### src/rtl/srbs_pkg.sv
// Shared types, codes and the control store of the sorted range binary search block.
package srbs_pkg;

  localparam int unsigned CMD_W  = 2;
  localparam int unsigned ADDR_W = 64;
  localparam int unsigned STAT_W = 2;
  localparam int unsigned IDX_W  = 10;
  localparam int unsigned PC_W   = 3;

  // Command codes of an input item.
  localparam logic [CMD_W-1:0] CMD_CLEAR  = 2'd0;
  localparam logic [CMD_W-1:0] CMD_APPEND = 2'd1;
  localparam logic [CMD_W-1:0] CMD_LOOKUP = 2'd2;

  // Status codes of a result item.
  localparam logic [STAT_W-1:0] ST_OK   = 2'd0;
  localparam logic [STAT_W-1:0] ST_MISS = 2'd1;
  localparam logic [STAT_W-1:0] ST_FULL = 2'd2;

  // Datapath operation selected by one control word.
  typedef enum logic [2:0] {
    OP_NONE    = 3'd0,
    OP_ACCEPT  = 3'd1,
    OP_CLEAR   = 3'd2,
    OP_APPEND  = 3'd3,
    OP_LINIT   = 3'd4,
    OP_PROBE   = 3'd5,
    OP_COMPARE = 3'd6,
    OP_EMIT    = 3'd7
  } op_e;

  // Sequencer branch condition.
  typedef enum logic [2:0] {
    C_JUMP     = 3'd0,  // always go to target
    C_DISPATCH = 3'd1,  // on a transfer go to target plus command, else hold
    C_END      = 3'd2,  // go to target when the search interval is empty
    C_MISS     = 3'd3,  // go to target when the probe missed
    C_OUT      = 3'd4   // go to target once the output register is free
  } cond_e;

  typedef struct packed {
    op_e              op;
    cond_e            cond;
    logic [PC_W-1:0]  target;
  } uword_t;

  // Control to the datapath.
  typedef struct packed {
    op_e  op;
    logic in_fire;
  } ctrl_t;

  // Status back to the sequencer.
  typedef struct packed {
    logic search_end;
    logic hit;
    logic out_free;
  } flags_t;

  // Program addresses. The four dispatch targets follow the command codes.
  localparam logic [PC_W-1:0] PC_IDLE    = 3'd0;
  localparam logic [PC_W-1:0] PC_CLEAR   = 3'd1;
  localparam logic [PC_W-1:0] PC_APPEND  = 3'd2;
  localparam logic [PC_W-1:0] PC_LOOKUP  = 3'd3;
  localparam logic [PC_W-1:0] PC_UNUSED  = 3'd4;
  localparam logic [PC_W-1:0] PC_PROBE   = 3'd5;
  localparam logic [PC_W-1:0] PC_COMPARE = 3'd6;
  localparam logic [PC_W-1:0] PC_EMIT    = 3'd7;

  // The microprogram. A word that does not branch falls through to the next address.
  function automatic uword_t ucode_rom(input logic [PC_W-1:0] pc);
    uword_t w;
    w = '{op: OP_NONE, cond: C_JUMP, target: PC_IDLE};
    case (pc)
      PC_IDLE:    w = '{op: OP_ACCEPT,  cond: C_DISPATCH, target: PC_CLEAR};
      PC_CLEAR:   w = '{op: OP_CLEAR,   cond: C_JUMP,     target: PC_EMIT};
      PC_APPEND:  w = '{op: OP_APPEND,  cond: C_JUMP,     target: PC_EMIT};
      PC_LOOKUP:  w = '{op: OP_LINIT,   cond: C_JUMP,     target: PC_PROBE};
      PC_UNUSED:  w = '{op: OP_NONE,    cond: C_JUMP,     target: PC_EMIT};
      PC_PROBE:   w = '{op: OP_PROBE,   cond: C_END,      target: PC_EMIT};
      PC_COMPARE: w = '{op: OP_COMPARE, cond: C_MISS,     target: PC_PROBE};
      PC_EMIT:    w = '{op: OP_EMIT,    cond: C_OUT,      target: PC_IDLE};
      default:    w = '{op: OP_NONE,    cond: C_JUMP,     target: PC_IDLE};
    endcase
    return w;
  endfunction

endpackage

### src/rtl/srbs_useq.sv
// Microcode sequencer: step counter, control store and branch logic.
module srbs_useq import srbs_pkg::*; (
  input  logic             clk_i,
  input  logic             rst_ni,
  input  logic             in_valid_i,
  input  logic [CMD_W-1:0] command_i,
  input  flags_t           flags_i,
  output logic             in_ready_o,
  output ctrl_t            ctrl_o
);

  logic [PC_W-1:0] pc_q, pc_d;
  uword_t          word;

  assign word       = ucode_rom(pc_q);
  assign in_ready_o = (word.op == OP_ACCEPT);
  assign ctrl_o.op      = word.op;
  assign ctrl_o.in_fire = (word.op == OP_ACCEPT) && in_valid_i;

  always_comb begin
    pc_d = pc_q + PC_W'(1);
    case (word.cond)
      C_JUMP:     pc_d = word.target;
      C_DISPATCH: pc_d = in_valid_i ? word.target + PC_W'(command_i) : pc_q;
      C_END:      if (flags_i.search_end) pc_d = word.target;
      C_MISS:     if (!flags_i.hit) pc_d = word.target;
      C_OUT:      pc_d = flags_i.out_free ? word.target : pc_q;
      default:    pc_d = PC_IDLE;
    endcase
  end

  always_ff @(posedge clk_i or negedge rst_ni) begin
    if (!rst_ni) begin
      pc_q <= PC_IDLE;
    end else begin
      pc_q <= pc_d;
    end
  end

endmodule

### config.mk
export PLATFORM = sky130hd
export DESIGN_NAME = srbs_useq
export DESIGN_NICKNAME = d
export VERILOG_FILES = /design/src/rtl/srbs_pkg.sv /design/src/rtl/srbs_useq.sv
export SDC_FILE = /design/constraint.sdc
export NUM_CORES = 1
export LEC_CHECK = 0
export ABC_AREA = 1
export BUFFER_PORTS_ARGS = -buffer_cell sky130_fd_sc_hd__buf_2
export CORE_AREA = 4 4 41 43
export DETAILED_ROUTE_END_ITERATION = 6
export DIE_AREA = 0 0 45 47
export HOLD_SLACK_MARGIN = 0.03
export PLACE_DENSITY = 0.61
export SETUP_SLACK_MARGIN = 0.05
export SLEW_MARGIN = 5
export SYNTH_ARGS = -nofsm -noshare
export SYNTH_HDL_FRONTEND = slang
export SYNTH_SLANG_ARGS = --single-unit
### constraint.sdc
create_clock -name clk_i -period 3.9 [get_ports clk_i]
set_input_delay 0.78 -clock clk_i [delete_from_list [all_inputs] [get_ports clk_i]]
set_output_delay 0.78 -clock clk_i [all_outputs]
set_load 0.05 [all_outputs]
; ---- Word level (Yosys, flattened, before mapping)
; Memory sizes are Yosys's and may differ from the RTL's.
; Cells that the tools add are included.
[word_totals]
input_bits = 8
ram_bits = 0
elab_cells = 19
ff_bits = 3
output_inout_bits = 5
mem_count = 1
latch_bits = 0
romBits = 72
[mem_list]
columns = name, words, word_bits, read_ports, rd_clocked_by_memory_dff, wr, line_no
row1 = (name not given), 8, 9, 1, 0, 0, srbs_pkg.sv:74  ; case (pc)
[op_classes]
n_mul = 0
n_reduce_logical = 3
mux = 5
bitwise = 0
order_cmp = 0
shifts = 0
addsub = 2
n_eq_ne = 7
n_div = 0
[op_table]
columns = cell, count
row1 = case mux 3 bit (5 select lines), 1
row2 = two-way mux 3 bit, 4
row3 = "equality test 3 x 1 -> 1 bit, second input constant", 2
row4 = "equality test 3 x 2 -> 1 bit, second input constant", 2
row5 = "inequality test 2 bit, second input constant", 2
row6 = "adder 3 x 1 -> 3 bit, second input constant", 1
row7 = adder 3 x 2 -> 3 bit, 1
row8 = "equality test 3 bit, second input constant", 1
row9 = zero test 3 bit, 1
row10 = AND reduction 2 bit, 1
row11 = logical AND 1 bit, 1

; ---- Longest topological paths before layout
; Gate-level depths: netlist (run 1).
; An unclocked memory read counts as a cell.
[depth]
depth_word = 4
depth_mapped = 13

; ---- Worst setup path before layout (run 1)
; No wires, ideal clock.
[synth_timing]
kind = register -> output
from = reg pc_q[0]
to = out ctrl_o[0] (netlist bit)
stages_incl_launch_ff = 6
path_slack_ps = 341
arrival_ps = 2779
required_ps = 3120
cell_sequence = dfrtp_1 > inv_1 > ha_1 > o21ai_0 > nor3_2 > and2_1
[synth_lines]
columns = element, line_no
row1 = from (decl), srbs_useq.sv:12  ; logic [PC_W-1:0] pc_q, pc_d;
row2 = from (signal assigned), srbs_useq.sv:36  ; pc_q <= pc_d;
row3 = to (decl), srbs_useq.sv:9  ; output ctrl_t ctrl_o

==> results.md, run 1 <==
- Synthesis-to-finish area growth: 19.53%
- Hpwl dp: 1033 um
- Hold buffer count at CTS: 0
- Setup slack, reg-to-reg: 1.54 ns
- Initial antenna violation count: 0
- RSZ-0062 raised after global routing: false
- Core area: 1301 sq um
- Final nets: 125
- Fillers: around 150
- Post-synthesis register bit count: 3
- Multiplexer share of the synthesized area: 0%
- Drt pass-1 iters: 4
- WL/cell: 9.952 um
- Count of cell types in the netlist: 18
- Die height: 47 um
- Fin. Hold Viols: 0
- Via density: 4.774
- CP Launch Type: register
- DRC Markers: 0
- I/O pin count: 13
- Synth Area in Adders: between 15 and 20%
- CTS Root Cell: clkbuf_4
- Gr usage total: 13.32%
- Synth warn: 0
- Fin Setup TNS: 0 ns
- Final setup fails: 0
- Period utilization: between 60% and 70%
- Most frequent cells in the layout: nand2_1, inv_1, buf_2
- Top sig layer: met3
- Register Area: 75.07 sq um
- Synthesized instance count: 93
- Reg-to-reg startpoint: pc_q[0]
- CTS tree: yes
- DIE AREA: 2115 sq um
- Post-synthesis simple-gate area fraction: 47.44%
- Post-CTS setup buffer count: 0
- Share of cells above drive strength 1: 22.02%
- N_diodes: 0
- Critical path type: register to output pin
- Syn Nets: between 100 and 150
- M1 WL: 581 um
- Chip width: 45 um
- Clk slew on worst S/H paths: 0.04 ns
- Clock Tree Buf Depth: 2
- Final min period: 2.597 ns
- GR Overflow Total: 0
- R2R cell count: 7
- Crit. End Element: output pin
- Vias in the first global route: 524
- Relative slew slack: approximately 58%
- Clk_skew: roughly 0.0038 ns
- Most common cell after layout, fill and taps aside: nand2_1
- Initial Util: 41.35%
- Worst Hold Class: input pin to asynchronous set/reset pin
- Compound-Gate Fraction of Synth Area: 10.47%
- Sequential fraction of the synthesis area: between 10% and 20%
- Syn_area_per_cell: between 5 and 6 sq um
- Placer congestion estimate: 0.8872
- First-pass GRT wire length: 2132 um
- Post-CTS sizing: 0
- DR WL met3: between 50 and 60 um
- Largest Register: pc_q
- Worst Path Required: 3.12 ns
- Pins over their slew limit: 0
- FP Rows: 13
- Total of max-cap violations: 0
- Max FFs per register: 3
- Largest registers: pc_q: 3 flops
- Tightest Pin Transition: ~0.63 ns
- Crit Path Max Fanout: 7
- F_max: roughly 0.39 GHz
- Total detailed-routing wirelength: 1234 um
- DR vias: 592
- Largest family of logic cells by synthesized area: simple AND/OR/NAND/NOR gates
- Largest net degree at the start of global routing: 9
- CTS buffer count: 3
- Initial drt markers: 7
- Status: completed
- Final ANT Viol Nets: 0
- Clk Latency, worst-skew pair: 0.23 ns
- Worst flop-to-flop path endpoint: pc_q[1]
- Routed met2 length: between 500 and 600 um
- Xor-xnor portion of the synthesized cell area: 0%
- Arrival @ worst endpoint: 1.82 ns
- Htree depth: 1
- Port Buffers: 12
- Cell Area, Synth: 538.0 sq um
- Area occupied by multi-input gates: around 410 sq um
- Clock sinks: 3
==> metal layers <==
layer,up-vias,track usage (%)
met5,-,0
met4,0,5.263
met3,0,0
met2,11,23.16
met1,258,17.70
li1,323,-
==> worst max-delay path: stages (launching register included) <==
cell and delay, ns:
dfrtp_1 0.45, inv_1 0.10, ha_1 0.34, nand2_1 0.08
nand2_1 0.07, nor3_2 0.18, and2_1 0.13, buf_2 0.25
==> area by class of cell <==
cell class                 instances  share of cell area (%)
inverter                          15                   8.755
tap                               15                   2.918
timing repair buffer              12                   9.339
sequential                         3                   11.67
multi-input combinational         75                   63.23
clock buffer                       4                   4.086
==> worst max path at each step <==
stage	from	endpoint
6_report	pc_q[0]	ctrl_o[0]
5_1_grt	pc_q[0]	ctrl_o[0]
4_1_cts	pc_q[0]	ctrl_o[0]
3_5_place_dp	pc_q[0]	ctrl_o[0]
3_3_place_gp	pc_q[0]	pc_q[1]
2_1_floorplan	pc_q[0]	ctrl_o[0]
==> cell families after synthesis <==
group,count (synthesis)
simple gates,59
fa+ha+maj,7
buf+inv,15
compound gates,9
flops,3
==> per-stage QoR <==
stage                     hold slack [ns]  area [sq um]  util (%)  cells  setup slack (ns)
after CTS                          0.3349         643.1     49.42    124             1.296
after global placement             0.5760         616.8     47.40    120             1.559
after floorplan                    0.4844         538.0         -     93            0.3407
after detailed placement           0.5771         616.8     47.40    120             1.543
final                              0.3372         643.1     49.42    124             1.303
after global routing               0.3427         643.1     49.42    124             1.160
==> cells in the mapped netlist <==
cell	instances	share of area [%]
nand2_4	1	2.1
o22ai_2	1	2.3
o21ai_0	6	5.6
a21oi_1	1	0.93
dfrtp_1	3	14
nor3_2	1	1.9
and2_1	1	1.2
o21ai_2	1	1.6
fa_1	1	3.7
nand2_1	39	27
inv_2	2	1.4
ha_1	6	14
inv_1	13	9.1
nand2_2	1	1.2
or2_2	2	2.3
nand3_1	6	5.6
nand4_1	1	1.2
nor2_1	7	4.9
Power of run 1 is not shown: default switching activity piles up to over one toggle a cycle in this logic, so the estimate is an artifact.
==> inputs of run 2 (changes only) <==
==> constraint.sdc (replaced) <==
create_clock -name clk_i -period 2.6 [get_ports clk_i]
set_input_delay 0.52 -clock clk_i [delete_from_list [all_inputs] [get_ports clk_i]]
set_output_delay 0.52 -clock clk_i [all_outputs]
set_load 0.05 [all_outputs]
==> run 2 against run 1 <==
Effect of this change: critical endpoint unchanged; via count up 1.4%; hold slack worse by 0.26 ns; final area up 4.3%; critical path type unchanged; setup slack worse by 1.1 ns; non-clock buffer count up 1; routed wire length up 5.6%; core utilization up 2.1 points; global-route usage up 1.2 points; critical path depth up 1.
==> results.md, run 2 (same netlist as run 1, synthesis figures left out) <==
- CP max-delay cell: dfrtp_1
- Initial antenna violation count: 0 (unchanged)
- CTS tree: yes
- DRC Markers: 0 (unchanged)
- Post-route insts no fill: 125 (+0.81%)
- F_max: approximately 0.42 GHz
- Largest net degree at the start of global routing: 9 (unchanged)
- CTS Root Cell: clkbuf_4
- CTS buffer count: 3 (unchanged)
- CP Launch Type: register
- FP Rows: 13 (unchanged)
- N_diodes: 0 (unchanged)
- Clk slew on worst S/H paths: 0.04 ns (about the same)
- Port Buffers: 12 (unchanged)
- Critical path type: register to output pin
- Crit Path Max Fanout: 7 (unchanged)
- Dpl cells: 121 (+0.83%)
- DR vias: 600 (+1.4%)
- WL/cell: 10.42 um (+4.7%)
- Fin. Hold Viols: 0 (unchanged)
- Clock sinks: 3 (unchanged)
- Die height: 47 um (unchanged)
- Clk_skew: 0.0008022 ns (-0.002982 ns)
- Initial drt markers: 9 (+2)
- Hpwl dp: 1112 um (+7.6%)
- Tightest Pin Transition: 0.4013 ns (-0.2278 ns)
- Htree depth: 1 (unchanged)
- Drt pass-1 iters: 4 (unchanged)
- Clock Tree Buf Depth: 2 (unchanged)
- Final min period: roughly 2.4 ns
- Crit. End Element: output pin
- First-pass GRT wire length: 2242 um (+5.2%)
- Final nets: 126 (+0.80%)
- Pins over their slew limit: 0 (unchanged)
- Synthesis-to-finish area growth: 24.65%
- Status: completed
- Fillers: 150 (+2.0%)
- Largest Register: pc_q
- Initial Util: 41.35% (unchanged)
- Vias in the first global route: 539 (+2.9%)
- Placer congestion estimate: 0.7954 (-10%)
- Relative slew slack: 72.96% (+15 points)
- Via density: 4.800 (+0.54%)
- Clk Latency, worst-skew pair: 0.23 ns (about the same)
- Period utilization: 91.03%
- Core area: 1301 sq um (unchanged)
- Total detailed-routing wirelength: 1303 um (+5.6%)
- Fin Setup TNS: 0 ns (unchanged)
- I/O pin count: 13 (unchanged)
- Worst Path Required: 2.08 ns (-1.04 ns)
- Gr usage total: 14.49% (+1.2 points)
- Most common cell after layout, fill and taps aside: nand2_1
- GR Overflow Total: 0 (unchanged)
- Worst Hold Class: input pin to asynchronous set/reset pin
- DIE AREA: 2115 sq um (unchanged)
- Chip width: 45 um (unchanged)
- Arrival @ worst endpoint: 1.85 ns (+0.03 ns)
- RSZ-0062 raised after global routing: false
- Share of cells above drive strength 1: 26.36% (+4.3 points)
- Max FFs per register: 3 (unchanged)
- Largest registers: pc_q: 3 flops
- Most frequent cells in the layout: nand2_1, inv_1, buf_2
- Worst path cell trace: inv_1 -> ha_2 -> nor2_1 -> nand2_1 -> o21ai_0 -> nor3_4 -> and2_4 -> clkbuf_4
- Post-CTS setup buffer count: 0 (unchanged)
- Total of max-cap violations: 0 (unchanged)
- R2R cell count: 13 (+6)
- Final ANT Viol Nets: 0 (unchanged)
- CP max stage delay: 0.43 ns (-0.02 ns)
- Final setup fails: 0 (unchanged)
run 2: cell types whose count changed in the layout (fill, tap and decap cells not counted), sizes merged:
cell / change
clkbuf: +1
run 2: repair_timing:
item / 4_1_cts / 5_1_grt
endpoints found under the hold margin: 0 / 0
gates resized for setup: 0 / 2
endpoints found under the setup margin: 0 / 1
hold buffers: 0 / 0
run 2: final cells by class:
class	instances	area [sq um]	area share (%)
flip-flops and latches	3	75.07	11.19
repair buffers	13	70.07	10.45
clock buffers	4	26.28	3.918
well taps	15	18.77	2.799
inverters	15	56.30	8.396
multi-input cells	75	424.2	63.25
run 2: stage by stage:
stage | worst slack [ns] | area, sq um | util, % | hold slack [ns]
2_1_floorplan | 0.1837 | 553.0 | - | 0.2244
3_3_place_gp | 0.4393 | 639.4 | 49.13 | 0.3183
3_5_place_dp | 0.3984 | 639.4 | 49.13 | 0.3188
4_1_cts | 0.1430 | 665.6 | 51.15 | 0.07066
5_1_grt | 0.07677 | 670.6 | 51.54 | 0.06366
6_report | 0.2331 | 670.6 | 51.54 | 0.07380
run 2: worst max-delay path: cells and delay by family, from the launching register on:
kind                     cells  cell delay [ns]
AND/OR/NAND/NOR              4             0.48
flip-flops                   1             0.43
buffers and inverters        2             0.32
adder cells (fa/ha/maj)      1             0.23
AO/OA/AOI/OAI                1             0.15
run 2: worst paths after layout:
kind | slack [ns] | endpoint | from
min | 0.07 | pc_q[2] | rst_ni
min in group clk_i | 0.61 | pc_q[0] | pc_q[0]
max reg2reg | 0.47 | pc_q[2] | pc_q[0]
max in group asynchronous | 2.42 | pc_q[0] | rst_ni
max | 0.23 | ctrl_o[0] | pc_q[0]
min reg2reg | 0.61 | pc_q[0] | pc_q[0]
run 2: layer usage:
layer / GRT usage [%] / share of wire [%]
met1: 18.99 / 47
met2: 24.01 / 46
met3: 4.598 / 7.1
met4: 1.754 / 0
met5: 0 / 0
Power of run 2 is left out for the same reason.
==> inputs of run 3 (changes only) <==
--- a/config.mk
+++ b/config.mk
@@ -11,7 +11,6 @@
 export DETAILED_ROUTE_END_ITERATION = 6
 export DIE_AREA = 0 0 45 47
 export HOLD_SLACK_MARGIN = 0.03
-export PLACE_DENSITY = 0.61
 export SETUP_SLACK_MARGIN = 0.05
 export SLEW_MARGIN = 5
 export SYNTH_ARGS = -nofsm -noshare
==> run 3 against run 2 <==
Effect of this change: count of clock-buffer cells in the layout is the same; register-to-register slack about the same; hold slack better by 0.00057 ns; final area is the same; via count fell by 0.17%; highest routed layer unchanged; core utilization stayed put; die area stayed put; non-clock buffer count did not move.
==> results.md, run 3 (same netlist as run 1, synthesis figures left out) <==
- Chip width: 45 um (unchanged)
- FP Rows: 13 (unchanged)
- R2R cell count: 13 (unchanged)
- Fin Setup TNS: 0 ns (unchanged)
- CTS Root Cell: clkbuf_4
- Total of max-cap violations: 0 (unchanged)
- Share of cells above drive strength 1: 26.36% (unchanged)
- DRC Markers: 0 (unchanged)
- Die height: 47 um (unchanged)
- Clk Latency, worst-skew pair: 0.23 ns (about the same)
- Most frequent cells in the layout: nand2_1, inv_1, buf_2
- Post-CTS setup buffer count: 0 (unchanged)
- Crit. End Element: output pin
- Worst path cell trace: inv_1 -> ha_2 -> nor2_1 -> nand2_1 -> o21ai_0 -> nor3_4 -> and2_4 -> clkbuf_4
- Via density: 4.792 (-0.17%)
- First-pass GRT wire length: 2208 um (-1.5%)
- Placer congestion estimate: 0.8213 (+3.3%)
- Largest net degree at the start of global routing: 9 (unchanged)
- Synthesis-to-finish area growth: 24.65% (unchanged)
- Most common cell after layout, fill and taps aside: nand2_1
- Clock sinks: 3 (unchanged)
- Max FFs per register: 3 (unchanged)
- Initial Util: 41.35% (unchanged)
- Clk slew on worst S/H paths: 0.04 ns (about the same)
- Final ANT Viol Nets: 0 (unchanged)
- Final min period: 2.388 ns (+0.02107 ns)
- Drt pass-1 iters: 2 (-2)
- Arrival @ worst endpoint: 1.87 ns (+0.02 ns)
- Initial antenna violation count: 0 (unchanged)
- GR Overflow Total: 0 (unchanged)
- Initial drt markers: 5 (-4)
- Final setup fails: 0 (unchanged)
- RSZ-0062 raised after global routing: false
- Htree depth: 1 (unchanged)
- WL/cell: 10.38 um (-0.46%)
- Tightest Pin Transition: 0.4140 ns (+0.01270 ns)
- Clk_skew: 0.0001065 ns (-0.0006957 ns)
- Gr usage total: 14.23% (-0.26 points)
- Core area: 1301 sq um (unchanged)
- DIE AREA: 2115 sq um (unchanged)
- I/O pin count: 13 (unchanged)
- F_max: 0.4188 GHz (-0.88%)
- CTS buffer count: 3 (unchanged)
- Status: completed
- Critical path type: register to output pin
- Port Buffers: 12 (unchanged)
- Final nets: 126 (unchanged)
- Vias in the first global route: 527 (-2.2%)
- Crit Path Max Fanout: 7 (unchanged)
- Largest registers: pc_q: 3 flops
- CP max stage delay: 0.43 ns (about the same)
- Worst Hold Class: input pin to asynchronous set/reset pin
- Period utilization: 91.84% (+0.81 points)
- CP max-delay cell: dfrtp_1
- Hpwl dp: 1094 um (-1.6%)
- CTS tree: yes
- DR vias: 599 (-0.17%)
- CP Launch Type: register
- Worst Path Required: 2.08 ns (about the same)
- Fillers: 146 (-2.7%)
- Fin. Hold Viols: 0 (unchanged)
- Clock Tree Buf Depth: 2 (unchanged)
- Total detailed-routing wirelength: 1297 um (-0.46%)
- Largest Register: pc_q
- Pins over their slew limit: 0 (unchanged)
- Relative slew slack: 72.11% (-0.86 points)
- N_diodes: 0 (unchanged)
==> run 3: path summary, 6_finish.rpt <==
check,start,to,slack [ns]
min in group clk_i,pc_q[1],pc_q[1],0.61
max in group asynchronous,rst_ni,pc_q[0],2.42
max,pc_q[0],ctrl_o[0],0.21
min reg2reg,pc_q[1],pc_q[1],0.61
max reg2reg,pc_q[0],pc_q[2],0.48
min,rst_ni,pc_q[1],0.07
==> run 3: final cells by class <==
type                       count  area, sq um  area share [%]
multi-input combinational     75        424.2           63.25
sequential                     3        75.07           11.19
timing repair buffer          13        70.07           10.45
inverter                      15        56.30           8.396
clock buffer                   4        26.28           3.918
tap                           15        18.77           2.799
==> run 3: timing repair <==
action / CTS / global route
hold buffers: 0 / 0
gates resized for setup: 0 / 2
endpoints found under the setup margin: 0 / 1
endpoints found under the hold margin: 0 / 0
==> run 3: worst max-delay path, delay by kind of cell (launching register included) <==
family                     cells  cell delay [ns]
and+or+nand+nor                4             0.49
adders and majority gates      1             0.23
DFF                            1             0.43
AOI/OAI and AO/OA              1             0.16
buffers and inverters          2             0.32
==> run 3: per-layer routing <==
layer | GRT usage, % | vias to the layer above | wire (um)
met1 | 17.54 | 259 | 614
li1 | - | 326 | -
met5 | 0 | - | 0
met2 | 24.86 | 14 | 596
met4 | 1.754 | 0 | 0
met3 | 4.598 | 0 | 86
==> run 3: stage by stage <==
| stage | cell area (sq um) | setup slack [ns] | cells | hold WS [ns] | util (%) |
|---|---|---|---|---|---|
| 6_report | 670.6 | 0.2120 | 125 | 0.07436 | 51.54 |
| 5_1_grt | 670.6 | 0.08117 | 125 | 0.06189 | 51.54 |
| 4_1_cts | 665.6 | 0.1362 | 125 | 0.06866 | 51.15 |
| 3_5_place_dp | 639.4 | 0.3878 | 121 | 0.3183 | 49.13 |
| 3_3_place_gp | 639.4 | 0.4443 | 121 | 0.3185 | 49.13 |
| 2_1_floorplan | 553.0 | 0.1837 | 93 | 0.2244 | - |
Power of run 3 is left out for the same reason.
